--- config.mk ---
export PLATFORM = sky130hd
export DESIGN_NAME = blink_code_beacon_identifier_unit
export DESIGN_NICKNAME = d
export VERILOG_FILES = /design/src/rtl/core/bcbi_pkg.sv /design/src/rtl/core/bcbi_regs.sv /design/src/rtl/core/bcbi_ctrl.sv /design/src/rtl/core/bcbi_dp.sv /design/src/rtl/core/blink_code_beacon_identifier_unit.sv
export SDC_FILE = /design/constraint.sdc
export NUM_CORES = 2
export LEC_CHECK = 0
export CAP_MARGIN = 20
export CORE_UTILIZATION = 65
export DETAILED_ROUTE_END_ITERATION = 12
export DONT_BUFFER_PORTS = 1
export GPL_TIMING_DRIVEN = 0
export PLACE_DENSITY_LB_ADDON = 0.1
export SLEW_MARGIN = 10
export SYNTH_ARGS = -nofsm -noshare
export SYNTH_HDL_FRONTEND = slang
export SYNTH_SLANG_ARGS = --single-unit
--- constraint.sdc ---
create_clock -name clk -period 22.8 [get_ports clk]
set_input_delay 3.42 -clock clk [delete_from_list [all_inputs] [get_ports clk]]
set_output_delay 3.42 -clock clk [all_outputs]
set_load 0.01 [all_outputs]
--- src/rtl/core/bcbi_pkg.sv ---
package bcbi_pkg;

  // Default sizes of the block
  localparam int MAX_CODE_LEN_DEF = 16;
  localparam int NUM_BEACONS_DEF  = 64;
  localparam int SAMPLE_WIDTH_DEF = 16;

  // Fixed field widths
  localparam int OP_W      = 2;
  localparam int IDX_IN_W  = 6;
  localparam int PAT_W     = 16;
  localparam int BRIGHT_W  = 16;
  localparam int ID_W      = 7;
  localparam int STATUS_W  = 3;
  localparam int LEN_CFG_W = 5;
  localparam int DIFF_W    = 16;

  // Register port
  localparam int ADDR_W = 4;
  localparam int DATA_W = 32;

  // Register reset values (contrast default is 0.3 in six-fraction-bit fixed point)
  localparam logic [LEN_CFG_W-1:0] PATTERN_LENGTH_RST = 5'd16;
  localparam logic [DIFF_W-1:0]    MIN_DIFF_RST       = 16'd19;
  localparam logic                 KEEP_ID_RST        = 1'b1;

  // Id reported when nothing is identified
  localparam logic [ID_W-1:0] ID_NONE = '1;

  typedef enum logic [OP_W-1:0] {
    OP_LOAD   = 2'd0,
    OP_SAMPLE = 2'd1,
    OP_CLEAR  = 2'd2
  } op_t;

  typedef enum logic [STATUS_W-1:0] {
    STS_MATCH   = 3'd0,
    STS_KEPT    = 3'd1,
    STS_SHORT   = 3'd2,
    STS_LOW     = 3'd3,
    STS_NOMATCH = 3'd4
  } status_t;

  typedef enum logic [1:0] {
    REG_PATTERN_LENGTH = 2'd0,
    REG_MIN_DIFF       = 2'd1,
    REG_KEEP_ID        = 2'd2
  } reg_idx_t;

  typedef enum logic [2:0] {
    CS_IDLE,
    CS_MINMAX,
    CS_CONTRAST,
    CS_ROTATE,
    CS_SCAN,
    CS_FINISH
  } ctrl_state_t;

  typedef struct packed {
    logic [LEN_CFG_W-1:0] pattern_length;
    logic [DIFF_W-1:0]    min_diff;
    logic                 keep_id;
  } cfg_t;

  // Controller to datapath
  typedef struct packed {
    logic    accept;
    logic    mm_step;
    logic    eval;
    logic    rot;
    logic    scan;
    logic    set_result;
    status_t res_status;
    logic    load_out;
  } cmd_t;

  // Datapath to controller
  typedef struct packed {
    logic count_short;
    logic mm_last;
    logic low_contrast;
    logic keep;
    logic hit;
    logic scan_last;
    logic out_free;
  } sts_t;

endpackage

--- src/rtl/core/bcbi_regs.sv ---
module bcbi_regs (
  input  logic                         clk,
  input  logic                         rst,
  input  logic                         psel,
  input  logic                         penable,
  input  logic                         pwrite,
  input  logic [bcbi_pkg::ADDR_W-1:0]  paddr,
  input  logic [bcbi_pkg::DATA_W-1:0]  pwdata,
  output logic [bcbi_pkg::DATA_W-1:0]  prdata,
  output logic                         pready,
  output bcbi_pkg::cfg_t               cfg
);
  import bcbi_pkg::*;

  logic     wr_en;
  reg_idx_t reg_sel;

  assign pready  = 1'b1;
  assign wr_en   = psel && penable && pwrite && pready;
  assign reg_sel = reg_idx_t'(paddr[3:2]);

  // Register writes
  always_ff @(posedge clk) begin
    if (rst) begin
      cfg.pattern_length <= PATTERN_LENGTH_RST;
      cfg.min_diff       <= MIN_DIFF_RST;
      cfg.keep_id        <= KEEP_ID_RST;
    end else if (wr_en) begin
      case (reg_sel)
        REG_PATTERN_LENGTH: cfg.pattern_length <= pwdata[LEN_CFG_W-1:0];
        REG_MIN_DIFF:       cfg.min_diff       <= pwdata[DIFF_W-1:0];
        REG_KEEP_ID:        cfg.keep_id        <= pwdata[0];
        default: begin
        end
      endcase
    end
  end

  // Read mux
  always_comb begin
    case (reg_sel)
      REG_PATTERN_LENGTH: prdata = DATA_W'(cfg.pattern_length);
      REG_MIN_DIFF:       prdata = DATA_W'(cfg.min_diff);
      REG_KEEP_ID:        prdata = DATA_W'(cfg.keep_id);
      default:            prdata = '0;
    endcase
  end

endmodule

--- src/rtl/core/bcbi_ctrl.sv ---
module bcbi_ctrl (
  input  logic                        clk,
  input  logic                        rst,
  input  logic                        in_valid,
  input  logic [bcbi_pkg::OP_W-1:0]   operation,
  output logic                        in_ready,
  input  bcbi_pkg::sts_t              sts,
  output bcbi_pkg::cmd_t              cmd
);
  import bcbi_pkg::*;

  ctrl_state_t state, state_next;

  always_ff @(posedge clk) begin
    if (rst) begin
      state <= CS_IDLE;
    end else begin
      state <= state_next;
    end
  end

  // Next state
  always_comb begin
    state_next = state;
    unique case (state)
      CS_IDLE: begin
        if (in_valid && operation == OP_SAMPLE) state_next = CS_MINMAX;
      end
      CS_MINMAX: begin
        if (sts.count_short)  state_next = CS_FINISH;
        else if (sts.mm_last) state_next = CS_CONTRAST;
      end
      CS_CONTRAST: begin
        if (sts.low_contrast || sts.keep) state_next = CS_FINISH;
        else                              state_next = CS_ROTATE;
      end
      CS_ROTATE: begin
        state_next = CS_SCAN;
      end
      CS_SCAN: begin
        if (sts.hit || sts.scan_last) state_next = CS_FINISH;
      end
      CS_FINISH: begin
        if (sts.out_free) state_next = CS_IDLE;
      end
      default: state_next = CS_IDLE;
    endcase
  end

  // Commands
  always_comb begin
    in_ready       = 1'b0;
    cmd            = '0;
    cmd.res_status = STS_SHORT;
    unique case (state)
      CS_IDLE: begin
        in_ready   = 1'b1;
        cmd.accept = in_valid;
      end
      CS_MINMAX: begin
        cmd.mm_step = !sts.count_short;
        if (sts.count_short) begin
          cmd.set_result = 1'b1;
          cmd.res_status = STS_SHORT;
        end
      end
      CS_CONTRAST: begin
        cmd.eval = 1'b1;
        if (sts.low_contrast) begin
          cmd.set_result = 1'b1;
          cmd.res_status = STS_LOW;
        end else if (sts.keep) begin
          cmd.set_result = 1'b1;
          cmd.res_status = STS_KEPT;
        end
      end
      CS_ROTATE: begin
        cmd.rot = 1'b1;
      end
      CS_SCAN: begin
        cmd.scan = 1'b1;
        if (sts.hit) begin
          cmd.set_result = 1'b1;
          cmd.res_status = STS_MATCH;
        end else if (sts.scan_last) begin
          cmd.set_result = 1'b1;
          cmd.res_status = STS_NOMATCH;
        end
      end
      CS_FINISH: begin
        cmd.load_out = sts.out_free;
      end
      default: begin
      end
    endcase
  end

  // A finished verdict always passes through the output hand-off state
  a_result_to_finish: assert property (@(posedge clk) disable iff (rst)
    cmd.set_result |=> state == CS_FINISH)
    else $error("result set without entering finish");

  a_finish_holds: assert property (@(posedge clk) disable iff (rst)
    (state == CS_FINISH && !sts.out_free) |=> state == CS_FINISH)
    else $error("left finish while output slot busy");

  a_load_to_idle: assert property (@(posedge clk) disable iff (rst)
    cmd.load_out |=> state == CS_IDLE)
    else $error("no return to idle after output load");

endmodule

--- src/rtl/core/bcbi_dp.sv ---
module bcbi_dp #(
  parameter int MAX_CODE_LEN = bcbi_pkg::MAX_CODE_LEN_DEF,
  parameter int NUM_BEACONS  = bcbi_pkg::NUM_BEACONS_DEF,
  parameter int SAMPLE_WIDTH = bcbi_pkg::SAMPLE_WIDTH_DEF
) (
  input  logic                             clk,
  input  logic                             rst,
  input  bcbi_pkg::cfg_t                   cfg,
  input  bcbi_pkg::cmd_t                   cmd,
  output bcbi_pkg::sts_t                   sts,
  input  logic [bcbi_pkg::OP_W-1:0]        operation,
  input  logic [bcbi_pkg::IDX_IN_W-1:0]    pattern_index,
  input  logic [bcbi_pkg::PAT_W-1:0]       pattern_bits,
  input  logic                             pattern_enabled,
  input  logic [bcbi_pkg::BRIGHT_W-1:0]    brightness,
  input  logic [bcbi_pkg::ID_W-1:0]        current_id,
  input  logic                             out_ready,
  output logic                             out_valid,
  output logic [bcbi_pkg::STATUS_W-1:0]    status,
  output logic [bcbi_pkg::ID_W-1:0]        beacon_id,
  output logic                             last_bright
);
  import bcbi_pkg::*;

  localparam int LEN_W = $clog2(MAX_CODE_LEN);
  localparam int CNT_W = $clog2(MAX_CODE_LEN + 1);
  localparam int IDX_W = (NUM_BEACONS > 1) ? $clog2(NUM_BEACONS) : 1;
  localparam int SW    = SAMPLE_WIDTH;
  localparam int CMP_W = 33;

  // Sample window, index 0 newest
  logic [SW-1:0]    win [MAX_CODE_LEN];
  logic [CNT_W-1:0] sample_count;
  logic [CNT_W-1:0] n_eff;

  // Pattern table and its enable bits
  logic [PAT_W-1:0]       pat_mem [NUM_BEACONS];
  logic [NUM_BEACONS-1:0] pat_valid;
  logic                   load_ok;
  logic [IDX_W-1:0]       waddr;

  // Min/max sweep
  logic [SW-1:0]    lo, hi, diff;
  logic [LEN_W-1:0] mm_idx;
  logic [ID_W-1:0]  cur;

  // Thresholded bits and rotations
  logic [SW:0]               sum;
  logic [MAX_CODE_LEN-1:0]   thr_all;
  logic [MAX_CODE_LEN-1:0]   bits, bits_next;
  logic                      bright;
  logic [MAX_CODE_LEN-1:0]   len_mask;
  logic [2*MAX_CODE_LEN-1:0] bits_dbl;
  logic [MAX_CODE_LEN-1:0]   rot [MAX_CODE_LEN];
  logic [MAX_CODE_LEN-1:0]   rot_next [MAX_CODE_LEN];
  logic [MAX_CODE_LEN-1:0]   rot_ok;

  // Table walk
  logic [IDX_W-1:0]        k;
  logic [PAT_W-1:0]        rd_code;
  logic                    rd_valid;
  logic [IDX_W-1:0]        rd_idx;
  logic                    rd_live;
  logic [MAX_CODE_LEN-1:0] code_m;
  logic [MAX_CODE_LEN-1:0] rot_hit;

  // Result and output registers
  status_t         res_status, out_status;
  logic [ID_W-1:0] res_id, out_id;
  logic            res_bright, out_bright;

  logic acc_load, acc_sample, acc_clear;

  assign acc_load   = cmd.accept && operation == OP_LOAD;
  assign acc_sample = cmd.accept && operation == OP_SAMPLE;
  assign acc_clear  = cmd.accept && operation == OP_CLEAR;

  // Effective code length, clamped to 1..MAX_CODE_LEN
  always_comb begin
    if (cfg.pattern_length == '0) begin
      n_eff = CNT_W'(1);
    end else if (32'(cfg.pattern_length) > MAX_CODE_LEN) begin
      n_eff = CNT_W'(MAX_CODE_LEN);
    end else begin
      n_eff = CNT_W'(cfg.pattern_length);
    end
  end

  assign load_ok = 32'(pattern_index) < NUM_BEACONS;
  assign waddr   = IDX_W'(pattern_index);

  // Window shift and payload captures
  always_ff @(posedge clk) begin
    if (acc_sample) begin
      for (int i = MAX_CODE_LEN - 1; i > 0; i--) begin
        win[i] <= win[i-1];
      end
      win[0] <= SW'(brightness);
      cur    <= current_id;
      lo     <= '1;
      hi     <= '0;
      mm_idx <= '0;
    end else if (cmd.mm_step) begin
      if (win[mm_idx] < lo) lo <= win[mm_idx];
      if (win[mm_idx] > hi) hi <= win[mm_idx];
      mm_idx <= mm_idx + LEN_W'(1);
    end
    if (cmd.eval) begin
      bits   <= bits_next;
      bright <= thr_all[0];
    end
    if (cmd.rot) begin
      rot <= rot_next;
    end
  end

  // Sample count and enable bits
  always_ff @(posedge clk) begin
    if (rst) begin
      sample_count <= '0;
      pat_valid    <= '0;
    end else begin
      if (acc_clear) begin
        sample_count <= '0;
      end else if (acc_sample && 32'(sample_count) < MAX_CODE_LEN) begin
        sample_count <= sample_count + CNT_W'(1);
      end
      if (acc_load && load_ok) begin
        pat_valid[waddr] <= pattern_enabled;
      end
    end
  end

  // Pattern memory: one write port, one registered read port
  always_ff @(posedge clk) begin
    if (acc_load && load_ok) begin
      pat_mem[waddr] <= pattern_bits;
    end
    if (cmd.scan) begin
      rd_code <= pat_mem[k];
    end
  end

  // Walk control
  always_ff @(posedge clk) begin
    if (rst) begin
      rd_live <= 1'b0;
    end else if (cmd.rot) begin
      rd_live <= 1'b0;
    end else if (cmd.scan) begin
      rd_live <= 1'b1;
    end
  end

  always_ff @(posedge clk) begin
    if (cmd.rot) begin
      k <= '0;
    end else if (cmd.scan) begin
      rd_valid <= pat_valid[k];
      rd_idx   <= k;
      if (32'(k) != NUM_BEACONS - 1) k <= k + IDX_W'(1);
    end
  end

  // Contrast and midpoint threshold
  assign diff = hi - lo;
  assign sum  = {1'b0, lo} + {1'b0, hi};

  always_comb begin
    for (int i = 0; i < MAX_CODE_LEN; i++) begin
      thr_all[i] = {win[i], 1'b0} >= sum;
    end
  end

  // Oldest-first bit string
  always_comb begin
    for (int j = 0; j < MAX_CODE_LEN; j++) begin
      if (CNT_W'(j) < n_eff) begin
        bits_next[j] = thr_all[LEN_W'(n_eff - CNT_W'(1) - CNT_W'(j))];
      end else begin
        bits_next[j] = 1'b0;
      end
    end
  end

  // Every rotation of the bit string, over the effective length
  assign len_mask = ~({MAX_CODE_LEN{1'b1}} << n_eff);
  assign bits_dbl = {{MAX_CODE_LEN{1'b0}}, bits} | ({{MAX_CODE_LEN{1'b0}}, bits} << n_eff);

  always_comb begin
    for (int r = 0; r < MAX_CODE_LEN; r++) begin
      rot_next[r] = MAX_CODE_LEN'(bits_dbl >> (n_eff - CNT_W'(r))) & len_mask;
      rot_ok[r]   = CNT_W'(r) < n_eff;
    end
  end

  // Compare the fetched code against all rotations
  assign code_m = MAX_CODE_LEN'(rd_code) & len_mask;

  always_comb begin
    for (int r = 0; r < MAX_CODE_LEN; r++) begin
      rot_hit[r] = rot_ok[r] && (code_m == rot[r]);
    end
  end

  // Status to the controller
  assign sts.count_short  = sample_count < n_eff;
  assign sts.mm_last      = (CNT_W'(mm_idx) + CNT_W'(1)) == n_eff;
  assign sts.low_contrast = CMP_W'(diff) <= CMP_W'(cfg.min_diff);
  assign sts.keep         = cfg.keep_id && !cur[ID_W-1];
  assign sts.hit          = rd_live && rd_valid && (|rot_hit);
  assign sts.scan_last    = rd_live && (32'(rd_idx) == NUM_BEACONS - 1);
  assign sts.out_free     = !out_valid || out_ready;

  // Verdict capture; a kept id is decided in the contrast cycle, before bright is registered
  always_ff @(posedge clk) begin
    if (cmd.set_result) begin
      res_status <= cmd.res_status;
      unique case (cmd.res_status)
        STS_KEPT: begin
          res_id     <= cur;
          res_bright <= thr_all[0];
        end
        STS_MATCH: begin
          res_id     <= ID_W'(rd_idx);
          res_bright <= bright;
        end
        STS_NOMATCH: begin
          res_id     <= ID_NONE;
          res_bright <= bright;
        end
        default: begin
          res_id     <= ID_NONE;
          res_bright <= 1'b0;
        end
      endcase
    end
  end

  // Output register
  always_ff @(posedge clk) begin
    if (rst) begin
      out_valid <= 1'b0;
    end else if (cmd.load_out) begin
      out_valid <= 1'b1;
    end else if (out_ready) begin
      out_valid <= 1'b0;
    end
  end

  always_ff @(posedge clk) begin
    if (cmd.load_out) begin
      out_status <= res_status;
      out_id     <= res_id;
      out_bright <= res_bright;
    end
  end

  assign status      = out_status;
  assign beacon_id   = out_id;
  assign last_bright = out_bright;

  a_load_free: assert property (@(posedge clk) disable iff (rst)
    cmd.load_out |-> sts.out_free)
    else $error("output overwritten before transfer");

  a_scan_enough: assert property (@(posedge clk) disable iff (rst)
    cmd.scan |-> !sts.count_short)
    else $error("table walk with a short window");

  a_mm_range: assert property (@(posedge clk) disable iff (rst)
    cmd.mm_step |-> CNT_W'(mm_idx) < n_eff)
    else $error("min/max sweep past window length");

  a_no_verdict_fields: assert property (@(posedge clk) disable iff (rst)
    (out_valid && (out_status == STS_SHORT || out_status == STS_LOW))
      |-> (!out_bright && out_id == ID_NONE))
    else $error("fields set on an unclassified result");

endmodule

--- src/rtl/core/blink_code_beacon_identifier_unit.sv ---
// To out_valid: too few samples go to finish; kept or low contrast follow the min/max
// sweep over pattern_length samples and the contrast check; else the rotations are built
// and the pattern memory is walked one entry per cycle to a hit or the last entry. One
// sample at a time: the next transfer is taken in the cycle after the result is loaded
// (load, clear: no result); a result waiting in the output register holds off the next
// one. Reset restores register defaults, empties the window and clears all enables.
module blink_code_beacon_identifier_unit #(
  parameter int MAX_CODE_LEN = bcbi_pkg::MAX_CODE_LEN_DEF,
  parameter int NUM_BEACONS  = bcbi_pkg::NUM_BEACONS_DEF,
  parameter int SAMPLE_WIDTH = bcbi_pkg::SAMPLE_WIDTH_DEF
) (
  input  logic                                 clk,
  input  logic                                 rst,
  input  logic                                 psel,
  input  logic                                 penable,
  input  logic                                 pwrite,
  input  logic [bcbi_pkg::ADDR_W-1:0]          paddr,
  input  logic [bcbi_pkg::DATA_W-1:0]          pwdata,
  output logic [bcbi_pkg::DATA_W-1:0]          prdata,
  output logic                                 pready,
  input  logic                                 in_valid,
  output logic                                 in_ready,
  input  logic [bcbi_pkg::OP_W-1:0]            operation,
  input  logic [bcbi_pkg::IDX_IN_W-1:0]        pattern_index,
  input  logic [bcbi_pkg::PAT_W-1:0]           pattern_bits,
  input  logic                                 pattern_enabled,
  input  logic [bcbi_pkg::BRIGHT_W-1:0]        brightness,
  input  logic signed [bcbi_pkg::ID_W-1:0]     current_id,
  output logic                                 out_valid,
  input  logic                                 out_ready,
  output logic [bcbi_pkg::STATUS_W-1:0]        status,
  output logic signed [bcbi_pkg::ID_W-1:0]     beacon_id,
  output logic                                 last_bright
);
  import bcbi_pkg::*;

  cfg_t            cfg;
  cmd_t            cmd;
  sts_t            sts;
  logic [ID_W-1:0] id_out;

  bcbi_regs u_regs (
    .clk     (clk),
    .rst     (rst),
    .psel    (psel),
    .penable (penable),
    .pwrite  (pwrite),
    .paddr   (paddr),
    .pwdata  (pwdata),
    .prdata  (prdata),
    .pready  (pready),
    .cfg     (cfg)
  );

  bcbi_ctrl u_ctrl (
    .clk       (clk),
    .rst       (rst),
    .in_valid  (in_valid),
    .operation (operation),
    .in_ready  (in_ready),
    .sts       (sts),
    .cmd       (cmd)
  );

  bcbi_dp #(
    .MAX_CODE_LEN (MAX_CODE_LEN),
    .NUM_BEACONS  (NUM_BEACONS),
    .SAMPLE_WIDTH (SAMPLE_WIDTH)
  ) u_dp (
    .clk             (clk),
    .rst             (rst),
    .cfg             (cfg),
    .cmd             (cmd),
    .sts             (sts),
    .operation       (operation),
    .pattern_index   (pattern_index),
    .pattern_bits    (pattern_bits),
    .pattern_enabled (pattern_enabled),
    .brightness      (brightness),
    .current_id      (current_id),
    .out_ready       (out_ready),
    .out_valid       (out_valid),
    .status          (status),
    .beacon_id       (id_out),
    .last_bright     (last_bright)
  );

  assign beacon_id = id_out;

endmodule
==> results of run 1 <==
[routing by layer]
| metal | track usage | GRT overflow |
|---|---|---|
| met1 | 0.794 | 25 |
| met2 | 0.908 | 152 |
| met3 | 0.618 | 26 |
| met4 | 0.704 | 124 |
| met5 | 0.349 | 2 |
[cell families after synthesis]
group / after synthesis
AOI/OAI and AO/OA: 1607
xor gates and xnor gates: 283
adders and majority gates: 368
buffers and inverters: 615
DFF: 1747
muxes: 638
other: 2
and+or+nand+nor: 1548
[stage by stage]
stage / instance area, um^2 / hold slack, ns
after CTS: 102000 / 0.393
after detailed placement: 95900 / 0.405
after global placement: 93600 / 0.405
after floorplan: 91300 / 0.400
==> results.json, run 1 <==
{
  "post_cts_resized": 0,
  "dp_worst_setup_slack_ns": 11.70,
  "synth-edff-count": 1605,
  "cts_sinks": 1747,
  "cts_root_buf": "clkbuf_16",
  "dieWidth_um": 377,
  "num_rows": 137,
  "synth.avg_cell_area_um2": 13.4,
  "synth-async-reset-ratio": 0,
  "die_height_um": 377,
  "synth-compound-area-share": 0.120,
  "synth_fa_ha_area_frac": 0.0506,
  "synthCells": 6808,
  "cts_made_buffers": 173,
  "io_pins": 137,
  "synth-seq-area-share": 0.559,
  "firstError": "[ERROR GRT-0116] Global routing finished with congestion. Check the congestion regions in the DRC Viewer.",
  "synth_top_family_by_area": "multiplexers",
  "place_inst": 8835,
  "syn_area_um2": 91200,
  "start_util": 0.655,
  "grt_pass1_wl_um": 734000,
  "track_usage": 0.763,
  "synth_most_common_cell": "edfxtp_1",
  "grt_pass1_vias": 86941,
  "ys_ff_latch": 1747,
  "grt_start_max_net_pins": 65,
  "grt_overflow": 329,
  "hpwlAfterDp_um": 324000,
  "htreeDepth": 4,
  "yosys.area_share.simple": 0.0799,
  "gp_congestion": 1.14,
  "lastStage": "global routing",
  "hold_buffers": 0,
  "ys_types": 117,
  "netlist_top_cells_count": "edfxtp_1, mux4_2, nand2_1",
  "outcome": "stopped before the end",
  "synth_mux_area_frac": 0.135,
  "cts.path.max_buffers": 3,
  "yosysTopAreaCellShare": 0.528,
  "synth_ff_type": "edfxtp_1",
  "synthesis.yosys.warnings": 0,
  "synthTopCellsByArea": "edfxtp_1, mux4_2, ha_1",
  "io_buffers": 0,
  "cts_setup_buffers": 0,
  "synth.largest_area_cell": "edfxtp_1",
  "synthXorXnorAreaFrac": 0.0272
}
==> run 2, diff against run 1 <==
--- a/config.mk
+++ b/config.mk
@@ -6,11 +6,11 @@
 export NUM_CORES = 2
 export LEC_CHECK = 0
 export CAP_MARGIN = 20
-export CORE_UTILIZATION = 65
+export CORE_UTILIZATION = 40
 export DETAILED_ROUTE_END_ITERATION = 12
 export DONT_BUFFER_PORTS = 1
 export GPL_TIMING_DRIVEN = 0
-export PLACE_DENSITY_LB_ADDON = 0.1
+export PLACE_DENSITY_LB_ADDON = 0.15
 export SLEW_MARGIN = 10
 export SYNTH_ARGS = -nofsm -noshare
 export SYNTH_HDL_FRONTEND = slang
==> run 2 against run 1 <==
Against the previous run: the flow now finishes, with violations (DRC); synthesized cell count did not move; area after synthesis did not move.
==> results.json, run 2 <==
{
  "fp.dieArea_um2": 230000,
  "outcome": "finished, violations left",
  "grt_use_met3": 0.0744,
  "clock_latency_ns": 0.89,
  "cts_made_buffers": 193,
  "synthesis.yosys.warnings": 0,
  "r2r-start": "u_regs.cfg[21]",
  "mostFrequentLayoutCells": "edfxtp_1, mux4_2, nand2_1",
  "largest_register_ffs": 1024,
  "setup_tns_ns": 0,
  "gp_congestion": 1.06,
  "track_usage": 0.343,
  "worst_pin_slew_ns": 1.35,
  "hold_viol": 0,
  "irDropWorstVdd_uv": 68.4,
  "vias": 67555,
  "grt_use_met1": 0.444,
  "place_inst": 9956,
  "antenna_found_initial": 14,
  "cp-start-kind": "flip-flop",
  "cts.clk_slew.worst_paths_ns": 0.06,
  "crit_arrival_ns": 11.82,
  "num_rows": 174,
  "reg_top3": "u_dp.pat_mem (1024), u_dp.rot (256), u_dp.win (256)",
  "hp-start": "u_dp.res_status[2]",
  "synthTopCellsByArea": "edfxtp_1, mux4_2, ha_1",
  "cts_sinks": 1747,
  "wire_per_inst_um": 38.7,
  "drcViolationCount": 2,
  "path_class": "flip-flop to flip-flop",
  "wirelength_um": 401000,
  "fmax_mhz": 88.4,
  "synth-edff-count": 1605,
  "period_share": 0.496,
  "max_slew_margin": 0.0970,
  "ff2ff_setup_slack_ns": 11.49,
  "grt_overflow": 0,
  "ys_types": 117,
  "drv_slew": 0,
  "grt_pass1_vias": 65058,
  "dieWidth_um": 480,
  "final_common_cell": "edfxtp_1",
  "cts_root_buf": "clkbuf_16",
  "synth-seq-area-share": 0.559,
  "die_height_um": 480,
  "cts.path.max_buffers": 3,
  "ys_ff_latch": 1747,
  "worstSetupStartpoint": "u_regs.cfg[21]",
  "cellPowerDensity_nw_per_um2": 81.8,
  "grt_setup_unrepaired": "false",
  "grt.met2_usage": 0.532,
  "end_kind": "flip-flop",
  "synth_most_common_cell": "edfxtp_1",
  "io_pins": 137,
  "yosysTopAreaCellShare": 0.528,
  "start_util": 0.404,
  "synth.largest_area_cell": "edfxtp_1",
  "skew_ns": 0.0824,
  "fin_crit_ns": 11.31,
  "postRouteAntennaNets": 0,
  "grt_start_max_net_pins": 65,
  "synthCells": 6808,
  "drt-initial-drc-count": 9205,
  "final_cells": 10339,
  "cts_setup_buffers": 0,
  "grt_pass1_wl_um": 544000,
  "p_leak_nw": 35.1,
  "cts_tree": "yes",
  "via_per_inst": 6.53,
  "synth_ff_type": "edfxtp_1",
  "io_buffers": 0,
  "syn_area_um2": 91200,
  "dr.pass1.iters": 12,
  "netlist_top_cells_count": "edfxtp_1, mux4_2, nand2_1",
  "synth.avg_cell_area_um2": 13.4,
  "min_path_type": "flip-flop to flip-flop",
  "synth-async-reset-ratio": 0,
  "cp.required_ns": 23.30,
  "hpwlAfterDp_um": 301000,
  "regMostFlops": "u_dp.pat_mem",
  "crit_fanout": 12,
  "post_cts_resized": 0,
  "coreArea_um2": 226000,
  "grt_busiest_layer": "met2",
  "maxCapViolCount": 0,
  "drive_gt1_frac": 0.168,
  "setup_viol": 0,
  "nNetsFinal": 7631,
  "htreeDepth": 4,
  "hold_buffers": 0,
  "violations": "DRC",
  "areaGrowthSynthToFinish_pct": 14.2
}
==> run 2: cell counts after synthesis <==
No cell type changed its count.
==> run 2: metrics by stage <==
stage	hold WS [ns]	power [mW]	worst slack, ns	cell area, um^2	util
2_1_floorplan	0.400	4.68	10.86	91300	-
3_3_place_gp	0.410	5.30	6.31	95000	0.421
3_5_place_dp	0.405	5.35	11.83	97500	0.432
4_1_cts	0.428	8.56	11.83	104000	0.461
5_1_grt	0.436	8.77	11.61	104000	0.461
6_report	0.426	8.52	11.49	104000	0.461
==> run 2: final timing paths <==
| check | depth (start not counted) | end |
|---|---|---|
| hold reg to reg | 0 | u_dp.status[2] |
| hold / removal | 0 | u_dp.status[2] |
| setup reg to reg | 25 | u_dp.res_id[1] |
| setup / recovery | 25 | u_dp.res_id[1] |
==> run 2: cell families (layout without fill, tap and decap cells) <==
family | after synthesis | after routing | synth area share
DFF | 1747 | 1747 | 0.559
AOI/OAI and AO/OA | 1607 | 1607 | 0.120
and+or+nand+nor | 1548 | 1548 | 0.0799
muxes | 638 | 638 | 0.135
buffers and inverters | 615 | 1129 | 0.0277
adders and majority gates | 368 | 368 | 0.0506
xor gates and xnor gates | 283 | 283 | 0.0272
other | 2 | 27 | 0.0000823
==> run 2: worst max-delay path, cell delays in order, from the launching register on <==
cell	delay, ns
dfxtp_1	0.33
buf_2	0.35
buf_6	0.27
buf_6	0.21
buf_6	0.24
buf_6	0.26
buf_6	0.27
buf_2	0.33
buf_2	0.43
clkbuf_1	0.65
buf_1	0.54
buf_8	0.24
clkbuf_2	0.60
inv_1	0.21
ha_1	0.51
nor2b_1	0.20
clkbuf_2	0.57
buf_2	0.68
xor2_1	0.13
a2111oi_0	0.90
nand3_1	0.15
o22ai_1	0.54
a311oi_4	0.06
buf_6	0.21
a311oi_4	0.96
or4_1	0.91
==> run 2: report_power, final <==
part           internal [mW]  switching (mW)  leakage, nW
sequential              3.52          0.0204         15.6
clock                   1.84            1.38         3.17
combinational          0.731            1.02         16.3
total                   6.10            2.42         35.1
==> run 2: area by class of cell <==
class | instances | area (um^2)
fill | 20008 | 122000
sequential | 1747 | 51000
clock inverter | 116 | 1400
buffer | 484 | 2070
inverter | 131 | 494
multi-input combinational | 4461 | 38100
tap | 2992 | 3740
timing repair buffer | 154 | 2160
antenna | 10 | 25.0
clock buffer | 244 | 5150
==> run 2: metal layers <==
| metal | up-vias | share of wire |
|---|---|---|
| li1 | 27833 | - |
| met1 | 34744 | 0.39 |
| met2 | 3947 | 0.45 |
| met3 | 1025 | 0.086 |
| met4 | 6 | 0.070 |
| met5 | - | 0.00010 |
(Power assumes the default switching activity.)
